$ cat src/slr_pkg.sv
// ----------------------------------------------------------------------------
// slr_pkg: shared types and codes of the styled line rasterizer
// Holds the job record that travels from the front end to the back end,
// the operation codes and the pixel visibility helper.
// ----------------------------------------------------------------------------
`default_nettype none

package slr_pkg;

    // Item kinds.
    localparam logic KIND_DRAW = 1'b0;
    localparam logic KIND_TEST = 1'b1;

    // Line styles.
    localparam logic [1:0] STYLE_NORMAL = 2'd0;
    localparam logic [1:0] STYLE_DOT    = 2'd1;
    localparam logic [1:0] STYLE_THICK  = 2'd2;
    localparam logic [1:0] STYLE_BROKEN = 2'd3;

    // Write modes.
    localparam logic [1:0] MODE_CLEAR = 2'd0;
    localparam logic [1:0] MODE_SET   = 2'd1;
    localparam logic [1:0] MODE_XOR   = 2'd2;
    localparam logic [1:0] MODE_NONE  = 2'd3;

    // Configuration register indexes.
    localparam logic CFG_MIN_COORD     = 1'b0;
    localparam logic CFG_DEFAULT_STYLE = 1'b1;

    // Widths of the input coordinates and of the internal positions.
    localparam int COORD_W = 10;
    localparam int POS_W   = 11;

    typedef logic signed [COORD_W-1:0] coord_t;
    typedef logic signed [POS_W-1:0]   pos_t;

    // Classified item as handed from the front end to the back end.
    typedef struct packed {
        logic       kind;
        coord_t     start_x;
        coord_t     start_y;
        coord_t     end_x;
        coord_t     end_y;
        logic [1:0] style;
        logic [1:0] mode;
        logic       reject;
    } job_t;

    // True when a pixel lies inside the visible area.
    function automatic logic on_screen(input pos_t px, input pos_t py,
                                       input logic min_c, input int w,
                                       input int h);
        logic signed [POS_W:0] ex;
        logic signed [POS_W:0] ey;
        logic signed [POS_W:0] lo;
        logic signed [POS_W:0] hx;
        logic signed [POS_W:0] hy;
        ex = {px[POS_W-1], px};
        ey = {py[POS_W-1], py};
        lo = {{POS_W{1'b0}}, min_c};
        hx = (POS_W+1)'(w - 1);
        hy = (POS_W+1)'(h - 1);
        return (ex >= lo) && (ex <= hx) && (ey >= lo) && (ey <= hy);
    endfunction

endpackage

`default_nettype wire

$ cat src/slr_queue.sv
// ----------------------------------------------------------------------------
// slr_queue: two-entry job queue
// Decouples the front end from the back end.
// ----------------------------------------------------------------------------
`default_nettype none

module slr_queue (
    input  wire logic          clk,
    input  wire logic          rst_n,
    input  wire logic          push,
    input  wire slr_pkg::job_t din,
    output logic               full,
    input  wire logic          pop,
    output slr_pkg::job_t      dout,
    output logic               empty
);
    import slr_pkg::*;

    job_t       entry_reg [2];
    logic       wptr_reg;
    logic       rptr_reg;
    logic [1:0] count_reg;

    assign full  = (count_reg == 2'd2);
    assign empty = (count_reg == 2'd0);
    assign dout  = entry_reg[rptr_reg];

    // Pointers and fill count.
    always_ff @(posedge clk or negedge rst_n)
    begin
        if (!rst_n)
        begin
            wptr_reg  <= 1'b0;
            rptr_reg  <= 1'b0;
            count_reg <= 2'd0;
        end
        else
        begin
            if (push)
            begin
                wptr_reg <= !wptr_reg;
            end
            if (pop)
            begin
                rptr_reg <= !rptr_reg;
            end
            if (push && !pop)
            begin
                count_reg <= count_reg + 2'd1;
            end
            else if (pop && !push)
            begin
                count_reg <= count_reg - 2'd1;
            end
        end
    end

    // Payload storage.
    always_ff @(posedge clk)
    begin
        if (push)
        begin
            entry_reg[wptr_reg] <= din;
        end
    end

endmodule

`default_nettype wire

$ cat config.mk
export PLATFORM = sky130hd
export DESIGN_NAME = slr_queue
export DESIGN_NICKNAME = d
export VERILOG_FILES = /design/src/slr_pkg.sv /design/src/slr_queue.sv
export SDC_FILE = /design/constraint.sdc
export NUM_CORES = 1
export LEC_CHECK = 0
export BUFFER_PORTS_ARGS = -buffer_cell sky130_fd_sc_hd__buf_2
export CORE_MARGIN = 5
export CORE_UTILIZATION = 30
export CTS_CLUSTER_DIAMETER = 60
export DETAILED_ROUTE_END_ITERATION = 8
export HOLD_SLACK_MARGIN = 0.03
export PLACE_DENSITY = 0.49
export SLEW_MARGIN = 20
export SYNTH_ARGS = -nofsm -noshare
export SYNTH_HDL_FRONTEND = slang
export SYNTH_SLANG_ARGS = --single-unit
$ cat constraint.sdc
create_clock -name clk -period 2.84 [get_ports clk]
set_clock_uncertainty 0.15 [all_clocks]
set_input_delay 0.568 -clock clk [delete_from_list [all_inputs] [get_ports clk]]
set_output_delay 0.568 -clock clk [all_outputs]
set_load 0.05 [all_outputs]
==> qor.csv <==
metric,value,unit
status,"finished, final reports clean",
Critical Path Start Type,register,
Post-synth top flop,edfxtp_1,
clk_lat worst skew,340,ps
Via density,4.28,
CP Cell Sequence,buf_12 -> mux2_2 -> buf_2,
post-synth cell types,13,
synth warn,0,
max_cap viols,0,
Yosys reg bits,96,
area delta synth->final,26.8,%
Die H,120,um
busiest grt layer,met2,
number of global-route vias before repair,1990,
post_cts resized,0,
Post-synth ARST share,4.17,%
most frequent cell after synthesis,edfxtp_1,
slowest CP cell,dfrtp_2,
GR Overflow Total,0,
Hold Crit Class,primary input to register,
width of the die,120,um
Sequential Area,2860,sq um
"CTS clk-pin slew, worst paths",60,ps
Synthesized Nets,210,
final instance area,4600,sq um
TritonCTS Buffers,9,
GR met3 Demand/Resource,6.22,%
most area-consuming cells after synthesis,"edfxtp_1, mux2_4, mux2_2",
Crit Path Category,register to output port,
Overall Power,0.00539,W
dpl cell area,4310,sq um
fmax,398,MHz
Fin. Hold Viols,0,
Reg-to-Reg Start,wptr_reg,
worst-path fanout max,38,
power density over the cells,1170,nW/um^2
routability cong.,0.693,
worst slew pin tran,369,ps
Top delay family on crit path,buffers and inverters,
Max stage delay on crit path,520,ps
Final period util,88.5,%
post-detail-place hpwl,4.44,mm
Post-synth EDFFs,92,
Antenna Nets Post-Route,0,
met1 Use GR,10.8,%
hold endpoint,entry_reg[1][33],
relative slew slack,75.4,%
top post-synthesis cells by count,"edfxtp_1, mux2_4, mux2_2",
WP buf/inv,2,
DR pass1 iterations,4,
area occupied by multi-input gates,722,sq um
Arrival @ worst endpoint,1800,ps
layout cells sized above 1,59.7,%
final setup vio count,0,
CTS max path bufs,2,
nets,319,
Post-Route WL,6.71,mm
Port Buffer Count,97,
clock sinks,96,
first-pass GRT wire length,10.3,mm
Max VDD drop,0.509,mV
antenna violations before repair,2,
Synth top area share,76.1,%
total die area,14400,sq um
largest net degree at the start of global routing,39,
standard-cell rows,40,
all-layer global routing usage,9.81,%
"setup slack, reg-to-reg",1410,ps
syn_area_per_cell,22.8,sq um
R2R depth,2,
Final min period,2510,ps
I/O pin count,98,
max reg flops,92,
Avg WL per Cell,15.9,um
Mapped Cells,159,
setup TNS,0,ps
largest area contributor in the netlist,edfxtp_1,
Leakage Power,1.82,nW
Worst setup EP type,output port,
RSZ-0062 raised after global routing,no,
met2 GRT Util,15.2,%
vias,1800,
hold path depth,1,
DRT iter0 DRCs,82,
core area,11900,sq um
hold path startpoint,din[33],
H-tree depth,3,
post-layout util,38.6,%
sequential area share after synthesis,78.9,%
clock tree from TritonCTS,built,
DRC violation count after routing,0,
critical path required time,2120,ps
reg-to-reg endpoint,entry_reg[1][18],
Synth Cell Area,3630,sq um
post-CTS setup buffers,0,
root buffer selected by CTS,clkbuf_16,
max-slew violation count,0,
Starting Density,30.5,%
FILL cells,1130,
==> metrics by stage <==
stage	hold WS, ps	std cells	setup slack [ps]
CTS	239	420	288
global placement	233	403	681
global route	237	421	247
floorplan	122	159	479
finish	262	421	327
detailed placement	240	403	672
==> timing repair <==
| item | 4_1_cts | 5_1_grt |
|---|---|---|
| hold endpoints to repair | 4 | 0 |
| hold buffers | 1 | 0 |
| setup endpoints to repair | 0 | 0 |
==> placed cells by master, fill, tap and decap left out <==
cell	instances
buf_2	97
edfxtp_1	92
mux2_4	30
mux2_2	16
clkbuf_16	9
xor2_1	4
buf_4	4
dfrtp_1	3
nor2_1	2
clkbuf_1	2
clkinv_2	2
clkinv_1	2
diode_2	1
inv_1	1
nor2b_1	1
and2_2	1
nor2b_4	1
xnor2_1	1
ha_1	1
bufinv_16	1
dlygate4sd3_1	1
buf_12	1
dfrtp_2	1
==> worst register-to-register path, stage by stage (launching register included) <==
cell and delay [ps]:
dfrtp_1 410, and2_2 180, buf_4 340
==> power breakdown <==
part	leakage [nW]	internal [W]	total [W]	switching (W)
registers	0.909	0.00188	0.00199	0.000107
logic	0.777	0.000701	0.00225	0.00155
clock network	0.138	0.000673	0.00115	0.000473
==> logic make-up (layout without fill, tap and decap cells) <==
group | count (synthesis) | count (layout) | synth area share [%]
xor gates and xnor gates | 5 | 5 | 1.21
other | 0 | 1 | 0
muxes | 46 | 46 | 17.4
buffers and inverters | 6 | 120 | 1.48
adders and majority gates | 1 | 1 | 0.345
and+or+nand+nor | 5 | 5 | 0.724
DFF | 96 | 96 | 78.9
==> worst max-delay path by stage <==
stage | slack, ps | end | cells after the start | from
floorplan | 480 | entry_reg[0][0] | 1 | push
global placement | 680 | dout[33] | 3 | rptr_reg
detailed placement | 670 | dout[33] | 3 | rptr_reg
CTS | 290 | dout[33] | 3 | rptr_reg
global route | 250 | dout[44] | 3 | rptr_reg
finish | 330 | dout[42] | 3 | rptr_reg
==> per-layer routing <==
| layer | vias up | part of all wire [%] |
|---|---|---|
| met1 | 866 | 43 |
| met2 | 82 | 46 |
| met4 | 2 | 1.0 |
| li1 | 838 | - |
| met5 | - | 0.19 |
| met3 | 12 | 10 |
==> layout make-up <==
class	instances	share of cell area, %
timing repair buffer	103	11.9
tap	147	4.00
clock buffer	11	5.06
multi-input combinational	57	15.7
inverter	1	0.0816
clock inverter	5	1.03
antenna	1	0.0544
sequential	96	62.2
No activity file was read; power rests on OpenSTA's default activity.
