--- config.mk ---
export PLATFORM = sky130hd
export DESIGN_NAME = slr_front_flat
export DESIGN_NICKNAME = d
export VERILOG_FILES = /design/src/slr_pkg.sv /design/src/slr_if.sv /design/src/slr_front.sv /design/src/flat_wrapper.sv
export SDC_FILE = /design/constraint.sdc
export NUM_CORES = 1
export LEC_CHECK = 0
export BUFFER_PORTS_ARGS = -buffer_cell sky130_fd_sc_hd__buf_2
export CORE_MARGIN = 1.5
export CORE_UTILIZATION = 33
export DETAILED_ROUTE_END_ITERATION = 16
export GPL_TIMING_DRIVEN = 0
export PLACE_DENSITY = 0.95
export SLEW_MARGIN = 25
export SYNTH_ARGS = -nofsm -noshare
export SYNTH_HDL_FRONTEND = slang
export SYNTH_SLANG_ARGS = --single-unit
--- constraint.sdc ---
create_clock -name vclk -period 4.59
set_input_delay 0.918 -clock vclk [all_inputs]
set_output_delay 0.918 -clock vclk [all_outputs]
set_load 0.05 [all_outputs]
--- src/slr_pkg.sv ---
// ----------------------------------------------------------------------------
// slr_pkg: shared types and codes of the styled line rasterizer
// Holds the job record that travels from the front end to the back end,
// the operation codes and the pixel visibility helper.
// ----------------------------------------------------------------------------
`default_nettype none

package slr_pkg;

    // Item kinds.
    localparam logic KIND_DRAW = 1'b0;
    localparam logic KIND_TEST = 1'b1;

    // Line styles.
    localparam logic [1:0] STYLE_NORMAL = 2'd0;
    localparam logic [1:0] STYLE_DOT    = 2'd1;
    localparam logic [1:0] STYLE_THICK  = 2'd2;
    localparam logic [1:0] STYLE_BROKEN = 2'd3;

    // Write modes.
    localparam logic [1:0] MODE_CLEAR = 2'd0;
    localparam logic [1:0] MODE_SET   = 2'd1;
    localparam logic [1:0] MODE_XOR   = 2'd2;
    localparam logic [1:0] MODE_NONE  = 2'd3;

    // Configuration register indexes.
    localparam logic CFG_MIN_COORD     = 1'b0;
    localparam logic CFG_DEFAULT_STYLE = 1'b1;

    // Widths of the input coordinates and of the internal positions.
    localparam int COORD_W = 10;
    localparam int POS_W   = 11;

    typedef logic signed [COORD_W-1:0] coord_t;
    typedef logic signed [POS_W-1:0]   pos_t;

    // Classified item as handed from the front end to the back end.
    typedef struct packed {
        logic       kind;
        coord_t     start_x;
        coord_t     start_y;
        coord_t     end_x;
        coord_t     end_y;
        logic [1:0] style;
        logic [1:0] mode;
        logic       reject;
    } job_t;

    // True when a pixel lies inside the visible area.
    function automatic logic on_screen(input pos_t px, input pos_t py,
                                       input logic min_c, input int w,
                                       input int h);
        logic signed [POS_W:0] ex;
        logic signed [POS_W:0] ey;
        logic signed [POS_W:0] lo;
        logic signed [POS_W:0] hx;
        logic signed [POS_W:0] hy;
        ex = {px[POS_W-1], px};
        ey = {py[POS_W-1], py};
        lo = {{POS_W{1'b0}}, min_c};
        hx = (POS_W+1)'(w - 1);
        hy = (POS_W+1)'(h - 1);
        return (ex >= lo) && (ex <= hx) && (ey >= lo) && (ey <= hy);
    endfunction

endpackage

`default_nettype wire

--- src/slr_if.sv ---
// ----------------------------------------------------------------------------
// slr_if: handshake channels of the styled line rasterizer
// An item channel carrying draw and test requests, and a result channel.
// ----------------------------------------------------------------------------
`default_nettype none

interface slr_item_if;
    logic              valid;
    logic              ready;
    logic              kind;
    logic signed [9:0] start_x;
    logic signed [9:0] start_y;
    logic signed [9:0] end_x;
    logic signed [9:0] end_y;
    logic signed [2:0] line_style;
    logic [1:0]        write_mode;

    modport source (output valid, kind, start_x, start_y, end_x, end_y,
                    line_style, write_mode, input ready);
    modport sink (input valid, kind, start_x, start_y, end_x, end_y,
                  line_style, write_mode, output ready);
endinterface


`default_nettype wire

--- src/slr_front.sv ---
// ----------------------------------------------------------------------------
// slr_front: item intake and classification
// Resolves the style, checks endpoints and test pixels and pushes a job.
// ----------------------------------------------------------------------------
`default_nettype none

module slr_front #(
    parameter int SCREEN_WIDTH   = 128,
    parameter int SCREEN_HEIGHT  = 64,
    parameter int ENDPOINT_LIMIT = 500
) (
    slr_item_if.sink        item,
    input  wire logic       min_coord,
    input  wire logic [1:0] default_style,
    input  wire logic       clearing,
    input  wire logic       q_full,
    output logic            q_push,
    output slr_pkg::job_t   q_job
);
    import slr_pkg::*;

    function automatic logic in_limit(input coord_t v);
        pos_t lim;
        pos_t ext;
        lim = POS_W'(ENDPOINT_LIMIT);
        ext = {v[COORD_W-1], v};
        return (ext >= -lim) && (ext <= lim);
    endfunction

    logic limits_ok;
    logic test_ok;

    // Accept only while the queue has room and the frame is not being cleared.
    assign item.ready = !q_full && !clearing;
    assign q_push     = item.valid && item.ready;

    assign limits_ok = in_limit(item.start_x) && in_limit(item.start_y) &&
                       in_limit(item.end_x) && in_limit(item.end_y);
    assign test_ok   = on_screen({item.start_x[COORD_W-1], item.start_x},
                                 {item.start_y[COORD_W-1], item.start_y},
                                 min_coord, SCREEN_WIDTH, SCREEN_HEIGHT);

    // Build the job record.
    always_comb
    begin
        q_job.kind    = item.kind;
        q_job.start_x = item.start_x;
        q_job.start_y = item.start_y;
        q_job.end_x   = item.end_x;
        q_job.end_y   = item.end_y;
        q_job.style   = item.line_style[2] ? default_style : item.line_style[1:0];
        q_job.mode    = item.write_mode;
        q_job.reject  = (item.kind == KIND_TEST) ? !test_ok : !limits_ok;
    end

endmodule

`default_nettype wire

--- src/flat_wrapper.sv ---
// flat-port wrapper written by rule: the top's interface ports become plain ports
module slr_front_flat import slr_pkg::*;
#(
    parameter int SCREEN_WIDTH   = 128,
    parameter int SCREEN_HEIGHT  = 64,
    parameter int ENDPOINT_LIMIT = 500
)
  (min_coord, default_style, clearing, q_full, q_push, q_job, item_valid, item_kind, item_start_x, item_start_y, item_end_x, item_end_y, item_line_style, item_write_mode, item_ready);
  slr_item_if item_i ();
  input  wire logic min_coord;
  input  wire logic [1:0] default_style;
  input  wire logic clearing;
  input  wire logic q_full;
  output logic q_push;
  output slr_pkg::job_t q_job;
  input wire logic [$bits(item_i.valid)-1:0] item_valid;
  input wire logic [$bits(item_i.kind)-1:0] item_kind;
  input wire logic [$bits(item_i.start_x)-1:0] item_start_x;
  input wire logic [$bits(item_i.start_y)-1:0] item_start_y;
  input wire logic [$bits(item_i.end_x)-1:0] item_end_x;
  input wire logic [$bits(item_i.end_y)-1:0] item_end_y;
  input wire logic [$bits(item_i.line_style)-1:0] item_line_style;
  input wire logic [$bits(item_i.write_mode)-1:0] item_write_mode;
  output wire logic [$bits(item_i.ready)-1:0] item_ready;
  assign item_i.valid = item_valid;
  assign item_i.kind = item_kind;
  assign item_i.start_x = item_start_x;
  assign item_i.start_y = item_start_y;
  assign item_i.end_x = item_end_x;
  assign item_i.end_y = item_end_y;
  assign item_i.line_style = item_line_style;
  assign item_i.write_mode = item_write_mode;
  assign item_ready = item_i.ready;
  slr_front #(.SCREEN_WIDTH(SCREEN_WIDTH), .SCREEN_HEIGHT(SCREEN_HEIGHT), .ENDPOINT_LIMIT(ENDPOINT_LIMIT)) u_core (.item(item_i), .min_coord(min_coord), .default_style(default_style), .clearing(clearing), .q_full(q_full), .q_push(q_push), .q_job(q_job));
endmodule
==> qor.yml <==
die-area_mm2: 0.00223
drc: 0
cts_hold_buf: 0
drt-initial-drc-count: 4
place_hpwl_um: 1830
worst_setup_path_start_kind: "input pin"
crit_type: "input pin to primary output"
total_leakage_power_uw: 0.000712
synth_commonest_cells: "buf_4, inv_1, and3_1, nand2_1, nor4_1"
setup_viol: 0
vdd_drop_max_uv: 71.1
finalInstanceArea_mm2: 0.00117
cts_setup_buffers: 0
fmax_mhz: 308
vias: 952
crit_path_cell_trace: "buf_2 > inv_1 > ha_1 > nor4_1 > nand3_1 > and3_1 > a31oi_1 > buf_2"
via_per_inst: 4.45
place.gp.congestion: 0.725
yosys-top-cells-area: "buf_4, nand4b_1, and3_1, ha_1, nor4_1"
yosysSeqAreaShare_pct: 0
cpMaxStageDelayCell: "nor4_1"
grt_usage_pct: 15.5
dpl_cell_area_mm2: 0.00117
ant_nets: 0
nets: 245
core_mm2: 0.00178
crit_required_ns: 3.67
rows: 15
seqPwrFrac_pct: 0
syn_to_final_growth_pct: 80.8
critPathMaxStageDelay_ns: 0.29
ioPinCount: 100
power_frac_comb_pct: 100.0
switchingPower_uw: 113
slew_headroom_pct: 67.2
netlist_instances: 91
min_period_ns: 3.25
holdCritPathClass: "input pin to primary output"
worst_slew_pin_slew_ns: 0.480
regArea_um2: 0
antenna_cells: 0
period_share_pct: 70.7
antenna_found_initial: 0
design.seq.count: 0
drt-total-wl_um: 1920
synth.most_common_cell: "buf_4"
overflow: 0
syn_avg_cell_area_um2: 7.09
power.density_mw_per_mm2: 148
die_y_um: 47.2
ys.warnings.count: 0
p_sw_share_pct: 65.3
synth_top_area_cell: "buf_4"
fillers: 182
start_util_pct: 36.2
crit_buf_inv: 3
synth.top_cell.area_share_pct: 50.0
run_status: "complete, no violations"
drive_gt1_share_pct: 76.2
finalHoldViolCount: 0
grt_max_degree: 5
wl_per_cell_um: 8.95
slew_violations: 0
endpoint_kind: "primary output"
crit_family: "simple AND/OR/NAND/NOR gates"
fp.dieW_um: 47.2
crit_top_cell: "buf_2"
pwr-share-clk_pct: 0
post_cts_resized: 0
critPathArrivalTime_ns: 2.33
crit_fanout: 3
first_global_vias: 736
p_int_uw: 59.9
grt_pass1_wl_um: 2670
rsz0062_at_grt: "no"
syn-num-nets: 145
fin_tns_setup_ns: 0
synth_area_um2: 646
dr.pass1.iters: 3
cap_violations: 0
clockBufferCount: 0
io_buffers: 98
ys_types: 25
## area by class of cell
| class | count | area [um2] | share of cell area, % |
|---|---|---|---|
| inverter | 5 | 18.8 | 1.61 |
| timing repair buffer | 98 | 490 | 42.0 |
| buffer | 43 | 323 | 27.7 |
| tap | 25 | 31.3 | 2.68 |
| multi-input combinational | 43 | 304 | 26.0 |
## worst paths after layout
check / start / end / slack, ns / cells past startpoint
min: item_write_mode[0] / q_job[1] / 2.14 / 2
max: item_start_x[0] / q_job[0] / 1.34 / 8
## metrics by stage
stage	setup slack (ns)	hold WS, ns	std cells	util [%]	total power (uW)
floorplan	1.13	2.00	91	-	123
global placement	1.36	2.14	214	65.5	171
detailed placement	1.32	2.14	214	65.5	173
CTS	1.32	2.14	214	65.5	174
global route	1.25	2.14	214	65.5	183
finish	1.34	2.14	214	65.5	172
## per-layer routing
layer  routed length (um)  GRT usage, %
met1                  635          15.5
met2                 1070          35.7
met3                  213             0
met4                    0             0
met5                    0             0
## cell usage in the layout, fill, tap and decap left out
master / n
o21a_1: 2
o2111ai_1: 2
and2_1: 1
a31oi_1: 1
a2111oi_0: 1
a21oi_1: 1
and3_1: 4
nor3_1: 2
mux2_2: 2
ha_1: 2
nor4_2: 1
nand4_1: 3
buf_4: 43
nand2b_1: 1
o21ai_1: 1
nand2_1: 4
nand4b_1: 3
o21ai_0: 1
buf_2: 98
a41oi_1: 1
nor4_1: 4
nand3_1: 1
nor3b_1: 1
and4b_1: 2
inv_1: 5
nor2_1: 2
## logic make-up (layout without fill, tap and decap cells)
group	after synthesis	in the layout	synth area share, %
multiplexers	2	2	3.49
AND/OR/NAND/NOR	29	29	28.7
AO/OA/AOI/OAI	10	10	11.0
adder cells (fa/ha/maj)	2	2	3.88
buffers and inverters	48	146	52.9
## power groups by stage
stage	clock [uW]	combinational (uW)	sequential, uW
after CTS	0	174	0
after floorplan	0	123	0
after global routing	0	183	0
final	0	172	0
after detailed placement	0	173	0
after global placement	0	171	0
No activity file was read; power rests on OpenSTA's default activity.
